## src/rtl/core/ssbr_pkg.sv

```systemverilog
// ----------------------------------------------------------------------------
// SPI slave bus request bridge: shared package
// Item types, frame command codes and phase codes used by the bridge.
// ----------------------------------------------------------------------------
package ssbr_pkg;

    // Frame command bytes.
    localparam logic [7:0] CMD_READ  = 8'h41;
    localparam logic [7:0] CMD_WRITE = 8'h42;

    // Frame sequencer phases.
    localparam logic [1:0] PH_CMD    = 2'd0;
    localparam logic [1:0] PH_ADDR   = 2'd1;
    localparam logic [1:0] PH_DATA   = 2'd2;
    localparam logic [1:0] PH_UNUSED = 2'd3;

    // Last bit of a byte and last byte of a word.
    localparam logic [2:0] BIT_LAST  = 3'd7;
    localparam logic [1:0] BYTE_LAST = 2'd3;

    // One pin sample plus the bus side inputs of that cycle.
    typedef struct packed {
        logic        chip_select_n;
        logic        serial_clock;
        logic        serial_in;
        logic        bus_ready;
        logic        resp_valid;
        logic [31:0] resp_data;
    } ssbr_in_t;

    // Outputs produced for one sample.
    typedef struct packed {
        logic        serial_out;
        logic        req_valid_out;
        logic        req_is_write;
        logic [31:0] req_address;
        logic [31:0] req_write_data;
        logic        resp_ready_out;
    } ssbr_out_t;

endpackage

```

## src/rtl/core/ssbr_core.sv

```systemverilog
// ----------------------------------------------------------------------------
// SPI slave bus request bridge: sample processing core
// Holds the serial shifters, the frame sequencer and the pending request, and
// advances them by one step for every accepted sample item.
// ----------------------------------------------------------------------------
module ssbr_core (
    input  logic              clk,
    input  logic              rst_n,
    input  logic              advance,
    input  ssbr_pkg::ssbr_in_t  sample,
    output ssbr_pkg::ssbr_out_t result
);
    import ssbr_pkg::*;

    logic        prior_clock_reg, prior_clock_next;
    logic [31:0] rx_shifter_reg, rx_shifter_next;
    logic [31:0] tx_shifter_reg, tx_shifter_next;
    logic [2:0]  bit_count_reg, bit_count_next;
    logic [1:0]  byte_count_reg, byte_count_next;
    logic        byte_ready_reg, byte_ready_next;
    logic [1:0]  phase_reg, phase_next;
    logic        pend_valid_reg, pend_valid_next;
    logic        pend_write_reg, pend_write_next;
    logic [31:0] pend_address_reg, pend_address_next;
    logic [31:0] pend_data_reg, pend_data_next;

    logic        rise;
    logic        fall;
    logic        selected;
    logic [7:0]  rx_byte;

    // Edge detection against the previous sample.
    assign rise     = !prior_clock_reg && sample.serial_clock;
    assign fall     = prior_clock_reg && !sample.serial_clock;
    assign selected = !sample.chip_select_n;
    assign rx_byte  = rx_shifter_reg[7:0];

    // Result fields show the request and shifter state before this step.
    always_comb
    begin
        result.serial_out     = tx_shifter_reg[31];
        result.req_valid_out  = pend_valid_reg;
        result.req_is_write   = pend_write_reg;
        result.req_address    = pend_address_reg;
        result.req_write_data = pend_data_reg;
        result.resp_ready_out = selected && fall;
    end

    // Next state for one sample.
    always_comb
    begin
        prior_clock_next  = sample.serial_clock;
        rx_shifter_next   = rx_shifter_reg;
        tx_shifter_next   = tx_shifter_reg;
        bit_count_next    = bit_count_reg;
        byte_count_next   = byte_count_reg;
        byte_ready_next   = 1'b0;
        phase_next        = phase_reg;
        pend_valid_next   = pend_valid_reg;
        pend_write_next   = pend_write_reg;
        pend_address_next = pend_address_reg;
        pend_data_next    = pend_data_reg;

        // The bus takes the pending request.
        if (pend_valid_reg && sample.bus_ready)
        begin
            pend_valid_next = 1'b0;
        end

        // Receive side: shift on rising edges, count bits into bytes.
        if (selected && rise)
        begin
            rx_shifter_next = {rx_shifter_reg[30:0], sample.serial_in};
            bit_count_next  = bit_count_reg + 3'd1;
            byte_ready_next = (bit_count_reg == BIT_LAST);
        end
        else if (!selected)
        begin
            bit_count_next = '0;
        end

        // Transmit side: load the response or shift ones in on falling edges.
        if (selected && fall)
        begin
            if (sample.resp_valid)
            begin
                tx_shifter_next = sample.resp_data;
            end
            else
            begin
                tx_shifter_next = {tx_shifter_reg[30:0], 1'b1};
            end
        end

        // Frame sequencer works on the byte completed one step earlier.
        if (byte_ready_reg)
        begin
            unique case (phase_reg)
                PH_CMD:
                begin
                    byte_count_next = '0;
                    if (rx_byte == CMD_READ)
                    begin
                        phase_next      = PH_ADDR;
                        pend_write_next = 1'b0;
                    end
                    else if (rx_byte == CMD_WRITE)
                    begin
                        phase_next      = PH_ADDR;
                        pend_write_next = 1'b1;
                    end
                end
                PH_ADDR:
                begin
                    byte_count_next = byte_count_reg + 2'd1;
                    if (byte_count_reg == BYTE_LAST)
                    begin
                        byte_count_next   = '0;
                        phase_next        = PH_DATA;
                        pend_address_next = rx_shifter_reg;
                        pend_valid_next   = !pend_write_reg;
                    end
                end
                PH_DATA:
                begin
                    byte_count_next = byte_count_reg + 2'd1;
                    if (byte_count_reg == BYTE_LAST)
                    begin
                        byte_count_next = '0;
                        phase_next      = PH_CMD;
                        pend_data_next  = rx_shifter_reg;
                        pend_valid_next = pend_write_reg;
                    end
                end
                PH_UNUSED:
                begin
                    phase_next = PH_CMD;
                end
                default:
                begin
                    phase_next = PH_CMD;
                end
            endcase
        end
    end

    // State registers advance only on an accepted item.
    always_ff @(posedge clk or negedge rst_n)
    begin
        if (!rst_n)
        begin
            prior_clock_reg  <= 1'b0;
            rx_shifter_reg   <= '0;
            tx_shifter_reg   <= '0;
            bit_count_reg    <= '0;
            byte_count_reg   <= '0;
            byte_ready_reg   <= 1'b0;
            phase_reg        <= PH_CMD;
            pend_valid_reg   <= 1'b0;
            pend_write_reg   <= 1'b0;
            pend_address_reg <= '0;
            pend_data_reg    <= '0;
        end
        else if (advance)
        begin
            prior_clock_reg  <= prior_clock_next;
            rx_shifter_reg   <= rx_shifter_next;
            tx_shifter_reg   <= tx_shifter_next;
            bit_count_reg    <= bit_count_next;
            byte_count_reg   <= byte_count_next;
            byte_ready_reg   <= byte_ready_next;
            phase_reg        <= phase_next;
            pend_valid_reg   <= pend_valid_next;
            pend_write_reg   <= pend_write_next;
            pend_address_reg <= pend_address_next;
            pend_data_reg    <= pend_data_next;
        end
    end

endmodule

```

## src/rtl/core/spi_slave_bus_request_bridge.sv

```systemverilog
// ----------------------------------------------------------------------------
// SPI slave bus request bridge
// Turns oversampled SPI pin items into bus request and response handshake
// outputs, one result item for every sample item.
// ----------------------------------------------------------------------------
//
//  Channel   Signals                              Payload
//  -------   ----------------------------------   ----------------
//  sample    sample_valid / sample_stall (out)    ssbr_in_t  item
//  result    result_valid / result_stall (in)     ssbr_out_t item
//
// One sample item is taken every cycle while sample_stall is low; its result
// item goes into the output register, or into the skid register on a stall.
// The result path has an output register and a skid register, so a sample
// is still accepted in the cycle that the result side first stalls.
// sample_stall comes from the skid register only. Reset clears the shifters,
// the sequencer and the valid flags of both result slots.
// ----------------------------------------------------------------------------
module spi_slave_bus_request_bridge (
    input  logic                clk,
    input  logic                rst_n,
    input  logic                sample_valid,
    output logic                sample_stall,
    input  ssbr_pkg::ssbr_in_t  sample,
    output logic                result_valid,
    input  logic                result_stall,
    output ssbr_pkg::ssbr_out_t result
);
    import ssbr_pkg::*;

    logic      accept;
    logic      take;
    ssbr_out_t step_result;

    logic      out_valid_reg;
    ssbr_out_t out_item_reg;
    logic      skid_valid_reg;
    ssbr_out_t skid_item_reg;

    // Handshake decode.
    assign sample_stall = skid_valid_reg;
    assign accept       = sample_valid && !skid_valid_reg;
    assign take         = out_valid_reg && !result_stall;

    ssbr_core u_core (
        .clk    (clk),
        .rst_n  (rst_n),
        .advance(accept),
        .sample (sample),
        .result (step_result)
    );

    // Output register plus skid register.
    always_ff @(posedge clk or negedge rst_n)
    begin
        if (!rst_n)
        begin
            out_valid_reg  <= 1'b0;
            skid_valid_reg <= 1'b0;
        end
        else if (!out_valid_reg || take)
        begin
            if (skid_valid_reg)
            begin
                out_valid_reg  <= 1'b1;
                skid_valid_reg <= 1'b0;
            end
            else
            begin
                out_valid_reg <= accept;
            end
        end
        else if (accept)
        begin
            skid_valid_reg <= 1'b1;
        end
    end

    // Payload moves follow the same decisions as the valid bits.
    always_ff @(posedge clk)
    begin
        if (!out_valid_reg || take)
        begin
            if (skid_valid_reg)
            begin
                out_item_reg <= skid_item_reg;
            end
            else if (accept)
            begin
                out_item_reg <= step_result;
            end
        end
        else if (accept)
        begin
            skid_item_reg <= step_result;
        end
    end

    assign result_valid = out_valid_reg;
    assign result       = out_item_reg;

endmodule
```

## config.mk

```make
export PLATFORM = sky130hd
export DESIGN_NAME = spi_slave_bus_request_bridge
export DESIGN_NICKNAME = d
export VERILOG_FILES = /design/src/rtl/core/ssbr_pkg.sv /design/src/rtl/core/ssbr_core.sv /design/src/rtl/core/spi_slave_bus_request_bridge.sv
export SDC_FILE = /design/constraint.sdc
export NUM_CORES = 1
export LEC_CHECK = 0
export CAP_MARGIN = 15
export CORE_ASPECT_RATIO = 0.9
export CORE_UTILIZATION = 50
export CTS_BUF_LIST = sky130_fd_sc_hd__clkbuf_8
export DETAILED_ROUTE_END_ITERATION = 10
export DONT_BUFFER_PORTS = 1
export GPL_ROUTABILITY_DRIVEN = 0
export HOLD_SLACK_MARGIN = 0.02
export PLACE_DENSITY = 0.69
export SYNTH_ARGS = -nofsm -noshare
export SYNTH_HDL_FRONTEND = slang
export SYNTH_HIERARCHICAL = 1
export SYNTH_SLANG_ARGS = --single-unit
```

## constraint.sdc

```tcl
create_clock -name clk -period 10.2 [get_ports clk]
set_input_delay 1.02 -clock clk [delete_from_list [all_inputs] [get_ports clk]]
set_output_delay 1.02 -clock clk [all_outputs]
set_load 0.01 [all_outputs]
```

==> impl_metrics.json <==
{
  "worst-slew-pin-transition_ns": 1.03,
  "fp.dieArea_um2": 22800,
  "route.vias.total": 5174,
  "regToRegSetupSlack_ns": 7.66,
  "syn_avg_cell_area_um2": 17.6,
  "synthCells": 631,
  "flow.area_growth_from_synthesis_pct": 8.50,
  "maximum_capacitance_violations": 0,
  "cts.clk_slew.worst_paths_ns": 0.07,
  "post_route_cells_drive_above_1_share_pct": 34.0,
  "path_max_fanout": 37,
  "final-setup-viol-count": 0,
  "post_synth_num_cell_types": 37,
  "setup_repair_after_global_routing_missed_its_margin": "no",
  "post_cts_resize_count": 0,
  "layoutNonFillerInstCount": 975,
  "timing.max_slew.rel_slack_pct": 31.4,
  "most_used_dff_post_synth": "dfrtp_1",
  "buffer_ports.inserted": 0,
  "track_usage_pct": 15.9,
  "grt_pass1_wl_mm": 28.4,
  "biggest_area_consumer_among_synthesized_cells": "edfxtp_1",
  "synth_warnings": 6,
  "crit_required_ns": 10.62,
  "r2r.worst_path.cells": 3,
  "grt_antenna_before_repair": 1,
  "grt-ovfl-total": 0,
  "synth_top_area_share_pct": 36.8,
  "synth.ff_latch_count": 277,
  "cts.root.buffer_cell": "clkbuf_8",
  "cts-htree-levels": 2,
  "timing.setup.tns_ns": 0,
  "yosysSeqAreaShare_pct": 68.5,
  "place.detailed.hpwl_mm": 10.3,
  "clock-skew-final_ns": 0.0369,
  "post_cts_buffers": 0,
  "holdWs_ns": 0.155,
  "fmax_ghz": 0.394,
  "cellLeakagePower_nw": 5.21,
  "dpl_cell_area_um2": 11200,
  "final_layout_net_count": 695,
  "number_of_vias_per_cell": 5.31,
  "antenna_violation_net_count_after_detailed_routing": 0,
  "first_iter_violations": 295,
  "ir_drop_mv": 0.119,
  "count_of_flip_flops_with_a_built_in_enable_after_synthesis": 136,
  "synth_most_common_cell": "dfrtp_1",
  "cts.hold.buffers_added": 0,
  "multi_input_gate_area_um2": 3150,
  "fin_max_slew_vios": 0,
  "post_synth_main_area_contributors": "edfxtp_1 (37%), dfrtp_1 (32%), mux2_2 (9.6%)",
  "cts-buffers-inserted": 44,
  "timing.setup.critical_path_class": "flip-flop to flip-flop",
  "start_kind": "flip-flop",
  "syn-cell-area_um2": 11100,
  "cts_sinks": 277,
  "ys_async_sr_fraction_pct": 50.9,
  "run_status": "finished, final reports clean",
  "grt_start_max_net_pins": 142,
  "drt-wirelength-per-cell_um": 18.1,
  "floorplan.die.height_um": 143,
  "wirelength_mm": 17.7,
  "fp_rows": 51,
  "layout_min_cycle_time_ns": 2.54,
  "cts_max_path_buffers": 3,
  "core_um2": 21700,
  "seqCellArea_um2": 7620,
  "placed_cells_incl_taps": 891,
  "stdcell_area_um2": 12100,
  "cts_tree": "done",
  "hp-class": "primary input to async pin",
  "initial_utilization_pct": 51.2,
  "synth_nets": 679,
  "finalPower_w": 0.00243,
  "drt_pre_antenna_iters": 4,
  "layout_worst_path_cycle_share_pct": 24.9,
  "setup.worst_path.end_class": "flip-flop",
  "insertion_delay_ns": 0.57,
  "floorplan.io_pins": 111,
  "drcViolationCount": 0,
  "finalHoldViolCount": 0,
  "synth_top_cells_by_count": "dfrtp_1 (141), edfxtp_1 (136), mux2_2 (95), mux2_4 (70), nor2_1 (35)",
  "cp.arrival_ns": 2.96,
  "power.density_cell_area_nw_per_um2": 201,
  "die_width_um": 159,
  "fillers": 1713,
  "vias_in_the_first_global_route": 5403
}
==> final timing paths <==
kind	startpoint	to
setup / recovery	sample_stall	u_core/rx_shifter_reg[29]
hold / removal	rst_n	u_core/tx_shifter_reg[29]
setup reg to reg	sample_stall	u_core/rx_shifter_reg[29]
hold reg to reg	u_core/pend_address_reg[5]	skid_item_reg[38]
max in group asynchronous	rst_n	u_core/rx_shifter_reg[0]
min in group clk	u_core/pend_address_reg[5]	skid_item_reg[38]
==> through the flow <==
step,setup slack (ns),utilization (%)
2_1_floorplan,5.14,-
3_3_place_gp,7.36,51.5
3_5_place_dp,7.30,51.5
4_1_cts,7.63,55.4
5_1_grt,7.51,55.5
6_report,7.66,55.6
==> per-layer routing <==
layer	track usage (%)	part of all wire [%]	up-vias
met3	4.47	5.6	34
met2	24.8	46	141
met1	20.7	45	2631
met5	0	0	-
met4	7.74	2.5	0
li1	-	-	2368
==> area by class of cell <==
| cell class | count | area share, % |
|---|---|---|
| diodes | 1 | 0.0208 |
| flip-flops and latches | 277 | 63.2 |
| repair buffers | 3 | 0.353 |
| clock inverters | 36 | 1.84 |
| well taps | 291 | 3.02 |
| inverters | 5 | 0.156 |
| clock buffers | 46 | 5.25 |
| multi-input cells | 316 | 26.2 |
==> logic make-up (layout without fill, tap and decap cells) <==
group | Yosys count | after routing | synth area share (%)
DFF | 277 | 277 | 68.5
other | 0 | 1 | 0
AOI/OAI and AO/OA | 52 | 52 | 2.66
muxes | 196 | 196 | 21.9
adders and majority gates | 7 | 7 | 0.788
and+or+nand+nor | 60 | 60 | 2.77
buffers and inverters | 38 | 90 | 3.29
xor gates and xnor gates | 1 | 1 | 0.0789
==> worst max-delay path: stages, from the launching register on <==
cell and delay, ns:
dfrtp_4 0.64, nor2b_1 0.51, and3b_2 0.85, mux2_2 0.41
==> layout by cell type (no fill, tap or decap), types with 2 or more instances in the layout <==
cell,count
dfrtp_1,140
edfxtp_1,136
mux2_2,95
mux2_4,70
clkbuf_8,46
nor2_1,35
a21oi_1,33
mux2i_1,31
inv_1,18
clkinv_1,15
o21ai_0,9
nand2_1,7
ha_1,7
nand3_1,4
nor2b_1,3
clkinvlp_4,2
bufinv_16,2
buf_4,2
nand2_4,2
a22o_1,2
and3_1,2
==> power breakdown <==
group          switching (W)  internal [W]  total (W)
clock network       0.000427      0.000476   0.000903
logic              0.0000800     0.0000887   0.000169
registers          0.0000753       0.00128    0.00135
total               0.000582       0.00184    0.00243
No activity file was read; power rests on OpenSTA's default activity.
